## src/rtl/core/world_to_screen_projection_macros.svh

```systemverilog
// assertion helpers for the projection block
`ifndef WORLD_TO_SCREEN_PROJECTION_MACROS_SVH
`define WORLD_TO_SCREEN_PROJECTION_MACROS_SVH

// implication checked on every clock edge outside reset
`define W2S_ASSERT_IMPL(label, ante, cons, msg) \
    label: assert property (@(posedge aclk) disable iff (!aresetn) (ante) |-> (cons)) \
        else $error(msg);

// implication with the consequent checked on the next clock edge
`define W2S_ASSERT_NEXT(label, ante, cons, msg) \
    label: assert property (@(posedge aclk) disable iff (!aresetn) (ante) |=> (cons)) \
        else $error(msg);

`endif

```

## src/rtl/core/w2s_pkg.sv

```systemverilog
package w2s_pkg;

    localparam int DATA_W      = 32;
    localparam int DIM_W       = 14;
    localparam int FRAC_BITS_D = 16;
    localparam int CFG_IDX_W   = 1;

    localparam logic CMD_LOAD    = 1'b0;
    localparam logic CMD_PROJECT = 1'b1;

    localparam logic [CFG_IDX_W-1:0] REG_WIDTH  = 1'b0;
    localparam logic [CFG_IDX_W-1:0] REG_HEIGHT = 1'b1;

    localparam logic [DIM_W-1:0] WIDTH_RESET  = 14'd1920;
    localparam logic [DIM_W-1:0] HEIGHT_RESET = 14'd1080;

    // datapath operation selects
    typedef enum logic [2:0] {
        OP_IDLE,
        OP_LOAD,
        OP_MAC,
        OP_CLIP,
        OP_DIV_START,
        OP_DIV_STEP,
        OP_SCALE,
        OP_FINISH
    } w2s_op_t;

    typedef struct packed {
        w2s_op_t    op;
        logic [1:0] row;   // 0 x, 1 y, 2 w
        logic [1:0] term;  // 0..2 products, 3 translation
        logic       axis;  // 0 x, 1 y
    } w2s_cmd_t;

    typedef struct packed {
        logic div_done;
        logic visible;
    } w2s_status_t;

endpackage

```

## src/rtl/core/w2s_ctrl.sv

```systemverilog
module w2s_ctrl (
    input  logic                 aclk,
    input  logic                 aresetn,
    input  logic                 s_valid,
    output logic                 s_ready,
    input  logic                 s_command,
    output logic                 m_valid,
    input  logic                 m_ready,
    output w2s_pkg::w2s_cmd_t    cmd,
    input  w2s_pkg::w2s_status_t status
);
    import w2s_pkg::*;

    typedef enum logic [2:0] {
        ST_IDLE, ST_MAC, ST_CLIP, ST_DSTART, ST_DIV, ST_SCALE, ST_FIN, ST_OUT
    } state_t;

    state_t     state_reg;
    logic [1:0] row_reg, term_reg;
    logic       axis_reg, half_reg, m_valid_reg;

    logic accept;
    assign accept  = s_valid && s_ready;
    assign s_ready = (state_reg == ST_IDLE) && !m_valid_reg;
    assign m_valid = m_valid_reg;

    always_comb begin
        cmd.row  = row_reg;
        cmd.term = term_reg;
        cmd.axis = axis_reg;
        unique case (state_reg)
            ST_IDLE:   cmd.op = (accept && s_command == CMD_LOAD) ? OP_LOAD : OP_IDLE;
            ST_MAC:    cmd.op = OP_MAC;
            ST_CLIP:   cmd.op = OP_CLIP;
            ST_DSTART: cmd.op = OP_DIV_START;
            ST_DIV:    cmd.op = OP_DIV_STEP;
            ST_SCALE:  cmd.op = OP_SCALE;
            ST_FIN:    cmd.op = OP_FINISH;
            default:   cmd.op = OP_IDLE;
        endcase
    end

    always_ff @(posedge aclk) begin
        if (!aresetn) begin
            state_reg   <= ST_IDLE;
            row_reg     <= '0;
            term_reg    <= '0;
            axis_reg    <= 1'b0;
            half_reg    <= 1'b0;
            m_valid_reg <= 1'b0;
        end else begin
            if (m_valid_reg && m_ready) m_valid_reg <= 1'b0;
            unique case (state_reg)
                ST_IDLE: if (accept && s_command == CMD_PROJECT) begin
                    state_reg <= ST_MAC;
                    row_reg   <= '0;
                    term_reg  <= '0;
                    half_reg  <= 1'b0;
                end
                ST_MAC: begin
                    // each product term is multiplied, then added; translation is added directly
                    if (term_reg == 2'd3) state_reg <= ST_CLIP;
                    else if (half_reg) term_reg <= term_reg + 1'b1;
                    half_reg <= !half_reg && term_reg != 2'd3;
                end
                ST_CLIP: begin
                    term_reg <= '0;
                    half_reg <= 1'b0;
                    if (row_reg == 2'd2) begin
                        axis_reg  <= 1'b0;
                        state_reg <= status.visible ? ST_DSTART : ST_FIN;
                    end else begin
                        row_reg   <= row_reg + 1'b1;
                        state_reg <= ST_MAC;
                    end
                end
                ST_DSTART: state_reg <= ST_DIV;
                ST_DIV:    if (status.div_done) state_reg <= ST_SCALE;
                ST_SCALE: begin
                    if (axis_reg) state_reg <= ST_FIN;
                    else begin
                        axis_reg  <= 1'b1;
                        state_reg <= ST_DSTART;
                    end
                end
                ST_FIN: begin
                    m_valid_reg <= 1'b1;
                    state_reg   <= ST_OUT;
                end
                ST_OUT: if (m_valid_reg && m_ready) state_reg <= ST_IDLE;
                default: state_reg <= ST_IDLE;
            endcase
        end
    end
endmodule

```

## config.mk

```make
export PLATFORM = sky130hd
export DESIGN_NAME = w2s_ctrl
export DESIGN_NICKNAME = d
export VERILOG_FILES = /design/src/rtl/core/world_to_screen_projection_macros.svh /design/src/rtl/core/w2s_pkg.sv /design/src/rtl/core/w2s_ctrl.sv
export SDC_FILE = /design/constraint.sdc
export NUM_CORES = 1
export LEC_CHECK = 0
export BUFFER_PORTS_ARGS = -buffer_cell sky130_fd_sc_hd__buf_4
export CORE_MARGIN = 5
export CORE_UTILIZATION = 46
export DETAILED_ROUTE_END_ITERATION = 12
export PLACE_DENSITY = 0.68
export SYNTH_ARGS = -nofsm -noshare
export SYNTH_HDL_FRONTEND = slang
export SYNTH_SLANG_ARGS = --single-unit
```

## constraint.sdc

```tcl
create_clock -name aclk -period 1.7 [get_ports aclk]
set_clock_uncertainty 0.15 [all_clocks]
set_input_delay 0.34 -clock aclk [delete_from_list [all_inputs] [get_ports aclk]]
set_output_delay 0.34 -clock aclk [all_outputs]
set_load 0.01 [all_outputs]
```

==> run summary <==
SYNTHESIS
-----------------------------------------------------------------------------------------------
Mean instance size in the synthesized netlist                                          8.35 µm²
Most common cell in the synthesized netlist                                             nand2_1
Share of synthesized flip-flops with an asynchronous set or reset                             0
Leading post-synthesis cells by instance count                                     nand2_1 (14), dfxtp_1 (10), ha_1 (6)
Post-synthesis cell area                                                                743 µm²
Commonest register cell after synthesis                                                 dfxtp_1
Number of flops mapped to enable cells by yosys                                               0
Fraction of post-synthesis cell area in the top cell type by area                         0.269
Post-synthesis sequential area ratio                                                      0.269
Nets in the synthesized netlist                                                             102
Cells after Synth                                                                            89
Number of distinct library cells after synthesis                                             33
Cell taking the most area after synthesis                                               dfxtp_1
Top cells by area, synth                                                           dfxtp_1 (27%), ha_1 (10%), nand2_1 (7.1%)
Count of yosys warnings during synthesis                                                      0
Number of storage elements in the synthesis netlist                                          10

SETUP PATH
-----------------------------------------------------------------------------------------------
Critical path's most frequent cell                                                        buf_4
Buffers plus inverters on the worst setup path                                                3
CP startpoint                                                                      state_reg[0]
Startpoint class of the critical path                                                      flop
Worst reg2reg endpoint                                                             state_reg[0]
Critical path class                                                                     reg2out
Number of logic stages on the critical path including buffering                               5
Standard cell with the maximum stage delay on the critical path                         dfxtp_4
Worst-case reg-to-reg path depth                                                              6
Reg-to-reg setup timing slack                                                          -0.03 ns
CP max stage delay                                                                      0.39 ns
Type of element capturing the critical path                                          output pin
Last element of the critical path                                                       s_ready
Reg2reg start                                                                      state_reg[1]
Worst Path Arrival                                                                      1.31 ns
WP data required                                                                        1.21 ns
Cell family with the largest share of critical-path delay                            flip-flops
CP Cell Sequence                                                                   inv_4, ha_4, buf_4, nor3b_2, buf_4
Largest fanout on the critical path                                                           5

CELLS AND AREA
-----------------------------------------------------------------------------------------------
Area added between synthesis and finish                                                   44.4%
Fin cells                                                                                   133
Fraction of layout instances using a drive strength above 1                               0.453
Total area of sequential cells                                                          205 µm²
Diode insertion count for antenna repair                                                      0
Multi-input combinational cell area                                                     561 µm²
Number of flip-flops under the largest register name                                          3
Final Core Density                                                                        0.704
Fill count                                                                                  118
Nets@finish                                                                                 132

CLOCKING
-----------------------------------------------------------------------------------------------
Total CTS buffers                                                                             3
Clk Tree Root Cell                                                                     clkbuf_4
Htree depth                                                                                   1
TritonCTS clock tree                                                                      built
Insertion delay to the later sink of the worst-skew pair                                0.27 ns
Maximum buffer depth of the clock tree                                                        2
Clock input transition at the sequential cells of the worst setup and hold paths        0.07 ns
CTS Sinks                                                                                    10

PLACED DESIGN
-----------------------------------------------------------------------------------------------
Post-DP HPWL                                                                            1280 µm
Instance count after placement with tap cells included                                      126
Quantity of I/O buffers inserted on ports                                                    16
Final GP Congestion                                                                       0.790

STA
-----------------------------------------------------------------------------------------------
Slew headroom                                                                             0.714
Worst-margin pin slew                                                                  0.429 ns
Final Critical Period                                                                   1.80 ns
Achievable frequency                                                                    554 MHz
Share of the clock period used by the worst path after layout                              1.06
Setup WS post-layout                                                                  -0.104 ns
Count of endpoints failing setup in the final report                                          5
Final Hold Viols                                                                              0
RSZ-0062 raised after global routing                                                        yes
Slew Viols, Final                                                                             0

RUN STATUS
-----------------------------------------------------------------------------------------------
Outcome                                                                            finished with violations
Violations in the final reports                                                    negative setup slack

DRT
-----------------------------------------------------------------------------------------------
Number of vias per cell after detailed routing                                             5.54
DRC violation total after the first TritonRoute iteration                                    15
DRT Wirelength                                                                          1870 µm
Detailed-route DRC error count                                                                0
Post-DRT Antenna Nets                                                                         0
Number of detailed-route iterations in the first pass                                         4
Total via count in the routed design                                                        737
Wirelength per Cell                                                                     14.1 µm

WORST HOLD PATH
-----------------------------------------------------------------------------------------------
Path type of the worst min-delay path                                                    in2reg
Cell count of the worst hold path                                                             3

POWER
-----------------------------------------------------------------------------------------------
Register share of total power                                                             0.238
Worst voltage drop across the vdd grid                                                 0.735 mV
Sw frac                                                                                   0.373
Leak                                                                                   0.455 nW
Internal power component                                                               0.826 mW
Clock share of power                                                                      0.126
Power density over cell area                                                        1230 nW/µm²
NetSw                                                                                  0.491 mW
Logic pwr share                                                                           0.636

DIE
-----------------------------------------------------------------------------------------------
Die width                                                                               50.2 µm
Area of the die                                                                        2520 µm²
Count of boundary I/O pins                                                                   17
Total core area                                                                        1520 µm²
Cell Rows                                                                                    14
Die extent in y                                                                         50.2 µm
Starting utilization of the core area                                                     0.488

GRT
-----------------------------------------------------------------------------------------------
Vias in the first global route                                                              725
Number of antenna violations at the first check in global routing                             0
Leftover overflow at the end of global routing                                                0
Gr usage total                                                                            0.156
Global-route wire length before repair                                                  3110 µm
Maximum number of pins on one net before global-route repair                                 16

FLOW RUN
-----------------------------------------------------------------------------------------------
Number of maximum-capacitance constraint violations                                           0

-- stage by stage --
step	instance area, µm²	worst slack (ns)	TNS, ns	total power, mW	hold slack (ns)
after global routing	1070	-0.176	-0.685	1.40	0.212
after global placement	935	-0.0520	-0.118	0.940	0.316
after detailed placement	935	-0.0459	-0.106	0.941	0.330
final	1070	-0.104	-0.324	1.32	0.216
after CTS	1040	-0.0992	-0.244	1.24	0.217
after floorplan	746	-0.00583	-0.00583	0.691	0.321
-- cell usage in the layout, fill, tap and decap left out, types with 3 or more instances in the layout --
| cell type | n |
|---|---|
| a21oi_1 | 3 |
| ha_4 | 3 |
| ha_1 | 3 |
| o21ai_0 | 4 |
| nor2_1 | 3 |
| nand2_1 | 14 |
| nand2b_1 | 5 |
| clkbuf_4 | 3 |
| dfxtp_1 | 8 |
| buf_4 | 29 |
| buf_6 | 3 |
-- worst min path at each step --
stage / from / endpoint
detailed placement: row_reg[1] / row_reg[1]
global placement: term_reg[1] / term_reg[1]
global route: m_ready / m_valid
finish: m_ready / m_valid
CTS: m_ready / m_valid
floorplan: state_reg[1] / state_reg[1]
-- tightest hold or removal path, stage by stage --
cell,delay [ns]
buf_4,0.09
nand2b_1,0.09
a21boi_0,0.07
-- kinds of logic (layout without fill, tap and decap cells) --
family / Yosys count / after routing / synth area share
AND/OR/NAND/NOR: 38 / 38 / 0.300
adder cells (fa/ha/maj): 6 / 6 / 0.101
multiplexers: 4 / 4 / 0.0556
flip-flops: 10 / 10 / 0.269
AO/OA/AOI/OAI: 21 / 21 / 0.204
buffers and inverters: 10 / 38 / 0.0707
-- layer usage --
metal | vias to the layer above | wire length, µm | track usage
met5 | - | 0 | 0
met4 | 0 | 10 | 0.0568
met3 | 2 | 121 | 0.0562
met2 | 23 | 946 | 0.257
met1 | 346 | 792 | 0.185
li1 | 366 | - | -
-- power groups by stage --
| stage | Sequential [mW] | Combinational (mW) | Clock [mW] |
|---|---|---|---|
| 5_1_grt | 0.319 | 0.899 | 0.183 |
| 6_report | 0.314 | 0.837 | 0.166 |
| 2_1_floorplan | 0.297 | 0.394 | 0 |
| 4_1_cts | 0.313 | 0.762 | 0.168 |
| 3_5_place_dp | 0.301 | 0.640 | 0 |
| 3_3_place_gp | 0.298 | 0.642 | 0 |
-- final cells by class --
class,count,area share
inverter,3,0.0128
timing repair buffer,32,0.234
multi-input combinational,69,0.522
tap,16,0.0186
clock buffer,3,0.0210
sequential,10,0.191
-- repair_timing --
| action | in CTS | in global routing |
|---|---|---|
| endpoints found under the hold margin | 0 | 0 |
| pin swaps | 6 | 0 |
| setup endpoints to repair | 8 | 9 |
| buffers inserted | 4 | 1 |
| gates resized for setup | 17 | 6 |
| hold buffers | 0 | 0 |
No activity file was read; power rests on OpenSTA's default activity.
